--- src/rtl/core/nrt_pkg.sv ---
package nrt_pkg;

  // Field widths
  localparam int SEQ_W     = 10;
  localparam int TOTAL_W   = 11;
  localparam int ID_W      = 8;
  localparam int KIND_W    = 3;

  // Bitmap word organisation
  localparam int WORD_W    = 32;
  localparam int BIT_W     = 5;
  localparam int WIDX_W    = SEQ_W - BIT_W;

  // Accepted traffic
  localparam logic [ID_W-1:0] PROTO_DATA = 8'd19;
  localparam logic [ID_W-1:0] NODE_SELF  = 8'd2;

  // Defaults
  localparam int                 DEF_MAX_PACKETS = 1024;
  localparam logic [TOTAL_W-1:0] TOTAL_RESET     = 11'd1024;

  // Result kinds
  typedef enum logic [KIND_W-1:0] {
    KIND_NEW          = 3'd0,
    KIND_DUP          = 3'd1,
    KIND_REJECT       = 3'd2,
    KIND_NAK          = 3'd3,
    KIND_NONE_MISSING = 3'd4,
    KIND_ALL_RECEIVED = 3'd5
  } kind_t;

  // Sequencer states
  typedef enum logic [2:0] {
    ST_CLEAR,
    ST_IDLE,
    ST_PKT_RD,
    ST_PKT_CHK,
    ST_SCAN_RD,
    ST_SCAN_CHK,
    ST_RESP
  } state_t;

  // Word scan result
  typedef struct packed {
    logic             found;
    logic [SEQ_W-1:0] pos;
    logic             exhausted;
  } gap_res_t;

endpackage

--- src/rtl/core/nrt_ram.sv ---
module nrt_ram #(
  parameter int WIDTH = 32,
  parameter int DEPTH = 32,
  parameter int AW    = (DEPTH > 1) ? $clog2(DEPTH) : 1
) (
  input  logic             clk,
  input  logic             we,
  input  logic [AW-1:0]    waddr,
  input  logic [WIDTH-1:0] wdata,
  input  logic             re,
  input  logic [AW-1:0]    raddr,
  output logic [WIDTH-1:0] rdata
);

  logic [WIDTH-1:0] mem [DEPTH];
  logic [WIDTH-1:0] rdata_r;

  // Single write port, registered read port
  always_ff @(posedge clk) begin
    if (we) begin
      mem[waddr] <= wdata;
    end
    if (re) begin
      rdata_r <= mem[raddr];
    end
  end

  assign rdata = rdata_r;

endmodule

--- src/rtl/core/nrt_gap_find.sv ---
module nrt_gap_find (
  input  logic [nrt_pkg::WORD_W-1:0] word,
  input  logic [nrt_pkg::WIDX_W-1:0] word_idx,
  input  logic [nrt_pkg::BIT_W-1:0]  lo_bit,
  input  logic [nrt_pkg::SEQ_W-1:0]  highest,
  output nrt_pkg::gap_res_t          res
);
  import nrt_pkg::*;

  logic [WORD_W-1:0] cand;
  logic [WIDX_W-1:0] hi_word;
  logic [BIT_W-1:0]  hi_bit;
  logic [BIT_W-1:0]  bitpos;
  logic              found;
  logic [WIDX_W:0]   nxt_word;

  assign hi_word  = highest[SEQ_W-1:BIT_W];
  assign hi_bit   = highest[BIT_W-1:0];
  assign nxt_word = {1'b0, word_idx} + 1'b1;

  // Clear bits inside the window [lo_bit, highest)
  always_comb begin
    for (int b = 0; b < WORD_W; b++) begin
      cand[b] = ~word[b] && (BIT_W'(b) >= lo_bit) &&
                ((word_idx < hi_word) || ((word_idx == hi_word) && (BIT_W'(b) < hi_bit)));
    end
  end

  // Lowest candidate wins
  always_comb begin
    found  = 1'b0;
    bitpos = '0;
    for (int b = WORD_W - 1; b >= 0; b--) begin
      if (cand[b]) begin
        found  = 1'b1;
        bitpos = BIT_W'(b);
      end
    end
  end

  assign res.found     = found;
  assign res.pos       = {word_idx, bitpos};
  // Next word starts at or past the limit: nothing left to scan
  assign res.exhausted = ({nxt_word, {BIT_W{1'b0}}} >= {1'b0, highest});

endmodule

--- src/rtl/core/nak_receive_tracker.sv ---
// Item steps, acceptance to result: data packet decode, word read, check/update, respond;
//   rejected packet decode, respond; poll tick a read and a check per 32-bit bitmap word, then respond.
// The bitmap RAM has one read port and one write port; a single word scanner checks each polled word.
// One item at a time; a finished result waits in the output register while the next is taken.
// Reset (rst_n low, synchronous) clears all counters and sets total_packets to 1024, then a
//   clearing pass zeroes each of the ceil(MAX_PACKETS/32) bitmap words before the first item.
module nak_receive_tracker #(
  parameter int MAX_PACKETS = nrt_pkg::DEF_MAX_PACKETS
) (
  input  logic                        clk,
  input  logic                        rst_n,
  input  logic                        cfg_wr_en,
  input  logic [nrt_pkg::TOTAL_W-1:0] cfg_wr_data,
  input  logic                        in_valid,
  output logic                        in_stall,
  input  logic                        in_cmd,
  input  logic [nrt_pkg::ID_W-1:0]    in_protocol_id,
  input  logic [nrt_pkg::ID_W-1:0]    in_dest_id,
  input  logic [nrt_pkg::SEQ_W-1:0]   in_seq_num,
  output logic                        out_valid,
  input  logic                        out_stall,
  output logic [nrt_pkg::KIND_W-1:0]  out_kind,
  output logic [nrt_pkg::SEQ_W-1:0]   out_nak_seq,
  output logic [nrt_pkg::TOTAL_W-1:0] out_count
);
  import nrt_pkg::*;

  localparam int MAP_WORDS = (MAX_PACKETS + WORD_W - 1) / WORD_W;
  localparam int ADDR_W    = (MAP_WORDS > 1) ? $clog2(MAP_WORDS) : 1;

  state_t             state_r, state_nxt;
  logic [ADDR_W-1:0]  clr_r, clr_nxt;
  logic [TOTAL_W-1:0] total_pk_r, total_pk_nxt;
  logic [SEQ_W-1:0]   scan_start_r, scan_start_nxt;
  logic [SEQ_W-1:0]   highest_r, highest_nxt;
  logic [TOTAL_W-1:0] rcv_total_r, rcv_total_nxt;
  logic [SEQ_W-1:0]   seq_r, seq_nxt;
  logic [SEQ_W-1:0]   ptr_r, ptr_nxt;
  kind_t              res_kind_r, res_kind_nxt;
  logic [SEQ_W-1:0]   res_nak_r, res_nak_nxt;
  logic               out_valid_r, out_valid_nxt;
  logic [KIND_W-1:0]  out_kind_r, out_kind_nxt;
  logic [SEQ_W-1:0]   out_nak_r, out_nak_nxt;
  logic [TOTAL_W-1:0] out_count_r, out_count_nxt;

  logic               ram_we, ram_re;
  logic [ADDR_W-1:0]  ram_waddr, ram_raddr;
  logic [WORD_W-1:0]  ram_wdata, ram_rdata;
  gap_res_t           gap;
  logic               accept, reject, out_free;

  // Bitmap, one 32-bit word per row
  nrt_ram #(
    .WIDTH (WORD_W),
    .DEPTH (MAP_WORDS),
    .AW    (ADDR_W)
  ) u_map (
    .clk   (clk),
    .we    (ram_we),
    .waddr (ram_waddr),
    .wdata (ram_wdata),
    .re    (ram_re),
    .raddr (ram_raddr),
    .rdata (ram_rdata)
  );

  // Word scanner for poll ticks
  nrt_gap_find u_gap (
    .word     (ram_rdata),
    .word_idx (ptr_r[SEQ_W-1:BIT_W]),
    .lo_bit   (ptr_r[BIT_W-1:0]),
    .highest  (highest_r),
    .res      (gap)
  );

  assign in_stall = (state_r != ST_IDLE);
  assign accept   = in_valid && !in_stall;
  assign out_free = !out_valid_r || !out_stall;
  assign reject   = (in_protocol_id != PROTO_DATA) || (in_dest_id != NODE_SELF) ||
                    ({1'b0, in_seq_num} >= total_pk_r) ||
                    (32'(in_seq_num) >= 32'(MAX_PACKETS));

  // State and datapath registers
  always_ff @(posedge clk) begin
    if (!rst_n) begin
      state_r      <= ST_CLEAR;
      clr_r        <= '0;
      total_pk_r   <= TOTAL_RESET;
      scan_start_r <= '0;
      highest_r    <= '0;
      rcv_total_r  <= '0;
      out_valid_r  <= 1'b0;
    end else begin
      state_r      <= state_nxt;
      clr_r        <= clr_nxt;
      total_pk_r   <= total_pk_nxt;
      scan_start_r <= scan_start_nxt;
      highest_r    <= highest_nxt;
      rcv_total_r  <= rcv_total_nxt;
      out_valid_r  <= out_valid_nxt;
    end
  end

  // Payload registers
  always_ff @(posedge clk) begin
    seq_r       <= seq_nxt;
    ptr_r       <= ptr_nxt;
    res_kind_r  <= res_kind_nxt;
    res_nak_r   <= res_nak_nxt;
    out_kind_r  <= out_kind_nxt;
    out_nak_r   <= out_nak_nxt;
    out_count_r <= out_count_nxt;
  end

  // Sequencer
  always_comb begin
    state_nxt      = state_r;
    clr_nxt        = clr_r;
    total_pk_nxt   = cfg_wr_en ? cfg_wr_data : total_pk_r;
    scan_start_nxt = scan_start_r;
    highest_nxt    = highest_r;
    rcv_total_nxt  = rcv_total_r;
    seq_nxt        = seq_r;
    ptr_nxt        = ptr_r;
    res_kind_nxt   = res_kind_r;
    res_nak_nxt    = res_nak_r;
    out_valid_nxt  = out_valid_r && out_stall;
    out_kind_nxt   = out_kind_r;
    out_nak_nxt    = out_nak_r;
    out_count_nxt  = out_count_r;
    ram_we         = 1'b0;
    ram_waddr      = ADDR_W'(seq_r[SEQ_W-1:BIT_W]);
    ram_wdata      = ram_rdata | (WORD_W'(1) << seq_r[BIT_W-1:0]);
    ram_re         = 1'b0;
    ram_raddr      = ADDR_W'(seq_r[SEQ_W-1:BIT_W]);

    unique case (state_r)
      // Zero the bitmap after reset
      ST_CLEAR: begin
        ram_we    = 1'b1;
        ram_waddr = clr_r;
        ram_wdata = '0;
        if (clr_r == ADDR_W'(MAP_WORDS - 1)) begin
          state_nxt = ST_IDLE;
        end else begin
          clr_nxt = clr_r + 1'b1;
        end
      end

      ST_IDLE: begin
        if (accept) begin
          seq_nxt     = in_seq_num;
          ptr_nxt     = scan_start_r;
          res_nak_nxt = '0;
          if (in_cmd) begin
            state_nxt = ST_SCAN_RD;
          end else if (reject) begin
            res_kind_nxt = KIND_REJECT;
            state_nxt    = ST_RESP;
          end else begin
            state_nxt = ST_PKT_RD;
          end
        end
      end

      ST_PKT_RD: begin
        ram_re    = 1'b1;
        state_nxt = ST_PKT_CHK;
      end

      // Test the bit, set it if new
      ST_PKT_CHK: begin
        if (ram_rdata[seq_r[BIT_W-1:0]]) begin
          res_kind_nxt = KIND_DUP;
        end else begin
          ram_we        = 1'b1;
          rcv_total_nxt = rcv_total_r + 1'b1;
          if (seq_r > highest_r) begin
            highest_nxt = seq_r;
          end
          res_kind_nxt = KIND_NEW;
        end
        state_nxt = ST_RESP;
      end

      ST_SCAN_RD: begin
        ram_re    = 1'b1;
        ram_raddr = ADDR_W'(ptr_r[SEQ_W-1:BIT_W]);
        state_nxt = ST_SCAN_CHK;
      end

      // One word per pass through the scanner
      ST_SCAN_CHK: begin
        if (gap.found) begin
          res_kind_nxt = KIND_NAK;
          res_nak_nxt  = gap.pos;
          if (({1'b0, gap.pos} + 1'b1) == total_pk_r) begin
            scan_start_nxt = '0;
          end else begin
            scan_start_nxt = gap.pos + 1'b1;
          end
          state_nxt = ST_RESP;
        end else if (gap.exhausted) begin
          scan_start_nxt = '0;
          res_kind_nxt   = (rcv_total_r == total_pk_r) ? KIND_ALL_RECEIVED
                                                       : KIND_NONE_MISSING;
          state_nxt      = ST_RESP;
        end else begin
          ptr_nxt   = {ptr_r[SEQ_W-1:BIT_W] + 1'b1, {BIT_W{1'b0}}};
          state_nxt = ST_SCAN_RD;
        end
      end

      // Hand the result to the output register
      ST_RESP: begin
        if (out_free) begin
          out_valid_nxt = 1'b1;
          out_kind_nxt  = res_kind_r;
          out_nak_nxt   = res_nak_r;
          out_count_nxt = rcv_total_r;
          state_nxt     = ST_IDLE;
        end
      end

      default: begin
        state_nxt = ST_IDLE;
      end
    endcase
  end

  assign out_valid   = out_valid_r;
  assign out_kind    = out_kind_r;
  assign out_nak_seq = out_nak_r;
  assign out_count   = out_count_r;

endmodule
--- config.mk ---
export PLATFORM = sky130hd
export DESIGN_NAME = nak_receive_tracker
export DESIGN_NICKNAME = d
export VERILOG_FILES = /design/src/rtl/core/nrt_pkg.sv /design/src/rtl/core/nrt_ram.sv /design/src/rtl/core/nrt_gap_find.sv /design/src/rtl/core/nak_receive_tracker.sv
export SDC_FILE = /design/constraint.sdc
export NUM_CORES = 2
export LEC_CHECK = 0
export BUFFER_PORTS_ARGS = -buffer_cell sky130_fd_sc_hd__buf_2
export CORE_AREA = 2 2 353 355
export CTS_CLUSTER_DIAMETER = 200
export DETAILED_ROUTE_END_ITERATION = 7
export DIE_AREA = 0 0 355 357
export PLACE_DENSITY_LB_ADDON = 0.15
export SYNTH_ARGS = -nofsm -noshare
export SYNTH_HDL_FRONTEND = slang
export SYNTH_HIERARCHICAL = 1
export SYNTH_SLANG_ARGS = --single-unit
--- constraint.sdc ---
create_clock -name clk -period 5.6 [get_ports clk]
set_clock_uncertainty 0.1 [all_clocks]
set_input_delay 0.28 -clock clk [delete_from_list [all_inputs] [get_ports clk]]
set_output_delay 0.28 -clock clk [all_outputs]
set_load 0.1 [all_outputs]
Yosys cells after proc, flatten, opt, wreduce, memory -nomap -nowiden
Memory sizes are Yosys's and may differ from the RTL's. A register that Yosys moved wholly into a read port is not among the register bits.
Cells that the tools add are included.
- memories: 1
- input bits: 43
- word-level logic and storage cells: 401
- RAM bits: 1024
- output and inout bits: 26
- flip-flop bits (word level): 108
- memories (memory ; depth ; width ; rd ports ; clocked after memory_dff ; write ports ; RTL line ; RTL):
    u_map.mem ; 32 ; 32 ; 1 ; 1 ; 1 ; nrt_ram.sv:15 ; logic [WIDTH-1:0] mem [DEPTH];
- bitwise operators: 35
- add/sub/neg operators: 6
- shift-type cells: 1
- eq/ne operators: 22
- reduce and logical (&&, ||, !) cells: 151
- order comparisons: 69
- muxes and demuxes: 102
- operators with widths (kind ; number):
    $mux 5 ; 34
    $logic_and 1x1->1 ; 98
    $ge 5x5->1 const A ; 16
    $lt 5x5->1 const A ; 16
    $mux 10 ; 8
    $mux 1 ; 41
    $ge 4x5->1 const A ; 8
    $lt 4x5->1 const A ; 8
    $pmux 10 s2 ; 2
    $logic_or 1x1->1 ; 35
    $not 1->1 ; 34
    $mux 32 ; 1
    $or 32x32->32 ; 1
    $shl 1x5->32 const A ; 1
    $mux 3 ; 10
    $eq 11x11->1 ; 2
    $pmux 3 s7 ; 1
    $ge 3x5->1 const A ; 4
    $lt 3x5->1 const A ; 4
    $ne 2x2->1 const B ; 7
    $add 10x1->11 const B ; 1
    $add 11x1->11 const B ; 1
    $ge 10x11->1 ; 1
    $ge 11x10->1 ; 1
    33 further kinds ; 51

Longest topological paths before layout
- depth after elaboration: 40
- gate-level depth with buffers: 17
- gate-level depth less buffers: 16

By module
The synthesis kept the hierarchy.
- modules (own cells, without submodules) (module ; area each (um^2) ; cells each ; sequential area each (um^2) ; times used):
    nrt_ram ; 40812.9 ; 2260 ; 31710.4 ; 1
    nak_receive_tracker ; 6015.8 ; 622 ; 2732.6 ; 1
    nrt_gap_find ; 2075.7 ; 317 ; 0.0 ; 1

Worst setup path after synthesis
OpenSTA, ideal clock, no wires.
- kind: register to register
- from: register ptr_r[7]
- to: register scan_start_r[5]
- data arrival time: 4223 ps
- library setup time: 118 ps
- period minus slack after synthesis: 4441 ps
- data required time: 5382 ps
- path slack: 1159 ps
- stages on the path, launching flop included: 16
- path buffers: 1
- cells stage by stage: edfxtp_1 -> ha_1 -> a21oi_1 -> o21a_2 -> buf_4 -> a211oi_2 -> nor2_1 -> or4b_1 -> o32ai_2 -> ha_1 -> and4_1 -> and2_1 -> xor2_1 -> a221o_1 -> nand4_1 -> a32o_1
- RTL lines (what ; RTL line ; RTL):
    start, declared ; nak_receive_tracker.sv:38 ; logic [SEQ_W-1:0] ptr_r, ptr_nxt;
    start signal, assigned ; nak_receive_tracker.sv:107 ; ptr_r <= ptr_nxt;
    end signal, assigned ; nak_receive_tracker.sv:97 ; scan_start_r <= scan_start_nxt;
    end, declared ; nak_receive_tracker.sv:34 ; logic [SEQ_W-1:0] scan_start_r, scan_start_nxt;

==> reports/metrics.csv <==
metric;value;unit
placed_area;51880;um^2
cts_buffers;121;
vdd_drop_max;0.0002759;V
syn2layout_area_growth;14.84;%
design_area;56160;um^2
fin_nets;3457;
cts_setup_buffers;0;
drt_iter0_drc;2717;
worstMarginPinSlew;1.206;ns
swShare;0.2130;
reg2reg_slack;0.41;ns
h-tree-depth;3;
syn_inst;3199;
avgSynthCellArea;15.29;um^2
die_area;126700;um^2
crit-reg2reg-launch;highest_r[9]$_SDFFE_PN0P_;
boundaryPins;69;
final_util;0.4566;
antennaDiodeCount;0;
synth_fp_nets;3278;
grt_overflow_total;0;
finalHoldViolCount;0;
fmax;192.5;MHz
synth_area;48900;um^2
initial_core_util;0.3976;
antenna_left;0;
max_cap_viol_count;0;
synth_top_area_frac;0.6834;
setup_tns;0;ns
fp.dieW;355;um
crit_fanout;17;
drc;0;
grt_pass1_vias;28770;
core;123000;um^2
vias_per_cell;5.656;
r2r-end;scan_start_r[7]$_SDFFE_PN0P_;
cts.sinks;1164;
grt_start_max_net_pins;84;
min_path_type;input port to register;
synth-async-reset-ratio;0;
dr.pass1.iters;5;
hold_start;in_dest_id[5];
outcome;finished, final reports clean;
fp.dieH;357;um
p_total;0.01823;W
num_rows;129;
switchingPower;0.003883;W
setup_viol_count_final;0;
grt_pass1_wl;206800;um
antenna_found_initial;2;
synthFlopType;edfxtp_1;
r2r_cells;16;
min_to;state_r[2]$_SDFFE_PN0P_;
leakage;19.89;nW
hold_depth;6;
drt_wl_total;142800;um
clk_transition_reported_paths;0.06;ns
synth_top_area_cell;edfxtp_1;
synth-edff-count;1113;
grt.total_usage;0.2241;
tritoncts;yes;
gp_congestion;0.8273;
holdWs;0.08048;ns
power_frac_clock;0.433;
yosysWarnings;6;
critPathRequiredTime;6.10;ns
p_comb_frac;0.035;
fin_crit;5.194;ns
setup.worst_path.end_class;register;
period_share;0.9275;
worstPathArrival;5.69;ns
max-clock-path-buffers;3;
n_fill_cell;10820;
ys_seq_elements;1164;
worstSkewPairLatency;0.75;ns
synth_area_leaders;edfxtp_1, mux2i_1, dfxtp_1;
seqPwrFrac;0.532;
crit_type;register to register;
slew_headroom;0.1949;
p_int;0.01435;W
layout-drive-gt1-share;0.1369;
numPortBuffers;68;
drv_slew;0;
synth_cell_types;89;
rsz0062_at_grt;no;
vias;28930;
wire_per_inst;27.92;um
root_buffer;clkbuf_16;
yosysSeqAreaShare;0.7043;
power.density;324.6;nW/um^2
dp_hpwl;87070;um
cp-start-kind;register;
logic make-up after synthesis:
kind of cell	Yosys count	share of synthesized area
XOR/XNOR	37	0.007471
AND/OR/NAND/NOR	620	0.06115
AO/OA/AOI/OAI	559	0.07793
adder cells (fa/ha/maj)	36	0.009210
buffers and inverters	229	0.02541
flip-flops	1164	0.7043
multiplexers	554	0.1145
per-layer routing:
layer | vias up | GRT usage | share of wire | routed length, um
li1 | 12860 | - | - | -
met1 | 15010 | 0.3153 | 0.45 | 64220
met2 | 874 | 0.3702 | 0.48 | 68180
met3 | 186 | 0.02918 | 0.051 | 7332
met4 | 0 | 0.05356 | 0.022 | 3093
met5 | - | 0 | 0 | 0
synth_stat cells (7+ instances only):
library cell     n
a211oi_1        14
a21o_1          14
a21oi_1        178
a22o_1          75
a22oi_1        102
a31oi_1         38
and2_1          14
and3_1          17
buf_1            8
buf_2           44
buf_4           45
buf_6           20
clkbuf_1        68
dfxtp_1         51
edfxtp_1      1113
ha_1            36
inv_1           41
mux2i_1        545
nand2_1        175
nand2b_1        12
nand3_1        120
nand3b_1        10
nand4_1         13
nor2_1         133
nor2b_1         18
nor3_1          52
nor4_1          10
o211ai_1        11
o21a_1           7
o21ai_0         37
o22ai_1         11
or3_1           10
xnor2_1         13
xor2_1          21
cells in the final DEF (no fill, tap or decap), drive strengths merged, types with 15 or more instances in the layout:
| master | Yosys | layout |
|---|---|---|
| a22o | 75 | 75 |
| nor3 | 52 | 52 |
| xor2 | 21 | 21 |
| nand2 | 176 | 176 |
| a31oi | 38 | 38 |
| a22oi | 102 | 102 |
| dlygate4sd3 | 0 | 37 |
| dfxtp | 51 | 51 |
| o21ai | 41 | 41 |
| a211oi | 15 | 15 |
| a21oi | 178 | 178 |
| mux2i | 545 | 545 |
| nor2b | 19 | 19 |
| clkbuf | 71 | 149 |
| nor2 | 136 | 136 |
| inv | 41 | 44 |
| ha | 36 | 36 |
| clkinv | 0 | 55 |
| buf | 117 | 207 |
| edfxtp | 1113 | 1113 |
| nand3 | 120 | 120 |
| and3 | 17 | 17 |
worst max-delay path, stage by stage (launching register included):
cell	delay, ns
dfxtp_1	0.35
inv_1	0.08
ha_1	0.39
nand4_4	0.33
or2_2	0.44
a211oi_1	0.27
o22ai_1	0.14
a211oi_1	0.41
o21ai_0	0.23
a21oi_1	0.37
ha_1	0.32
and4_1	0.28
and2_1	0.23
a21boi_0	0.22
a221o_1	0.18
nand4_1	0.33
a32o_1	0.40
power groups by stage:
stage / registers, W / logic, W / clock network (W)
2_1_floorplan: 0.00987 / 0.000313 / 0
3_3_place_gp: 0.00988 / 0.000609 / 0
3_5_place_dp: 0.00989 / 0.000617 / 0
4_1_cts: 0.00970 / 0.000643 / 0.00807
5_1_grt: 0.00971 / 0.000679 / 0.00843
6_report: 0.00970 / 0.000633 / 0.00789
flip-flops by register name (all words and copies together), names as in the netlist, 5 cells and up:
name / flops
out_nak_seq: 10
ptr_r: 10
scan_start_r: 10
seq_r: 10
out_count: 11
rcv_total_r: 11
u_map/mem: 1024
clr_r: 5
highest_r: 10
total_pk_r: 11
res_nak_r: 10
u_map/rdata: 32
layout make-up:
class | instances | area, um^2 | area share
multi-input cells | 1806 | 13600 | 0.2421
clock inverters | 74 | 748.2 | 0.01332
repair buffers | 244 | 2017 | 0.03591
flip-flops and latches | 1164 | 34440 | 0.6133
clock buffers | 149 | 3154 | 0.05616
inverters | 41 | 153.9 | 0.002740
well taps | 1637 | 2048 | 0.03647
through the flow:
stage	cells	setup WS, ns
after global placement	4855	0.4635
final	5115	0.4062
after global routing	5115	0.02171
after detailed placement	4855	0.4549
after CTS	5115	0.4193
after floorplan	3199	1.159
worst max-delay path by stage:
stage,startpoint,depth (start not counted),endpoint
2_1_floorplan,ptr_r[7]$_DFFE_PP_,15,scan_start_r[5]$_SDFFE_PN0P_
3_3_place_gp,highest_r[9]$_SDFFE_PN0P_,16,scan_start_r[6]$_SDFFE_PN0P_
3_5_place_dp,highest_r[9]$_SDFFE_PN0P_,16,scan_start_r[6]$_SDFFE_PN0P_
4_1_cts,highest_r[9]$_SDFFE_PN0P_,16,scan_start_r[6]$_SDFFE_PN0P_
5_1_grt,highest_r[9]$_SDFFE_PN0P_,16,scan_start_r[6]$_SDFFE_PN0P_
6_report,highest_r[9]$_SDFFE_PN0P_,16,scan_start_r[7]$_SDFFE_PN0P_
timing repair:
action,in CTS,in global routing
hold buffers,37,0
endpoints found under the hold margin,35,0
gates resized for setup,0,0
No activity file was read; power rests on OpenSTA's default activity.
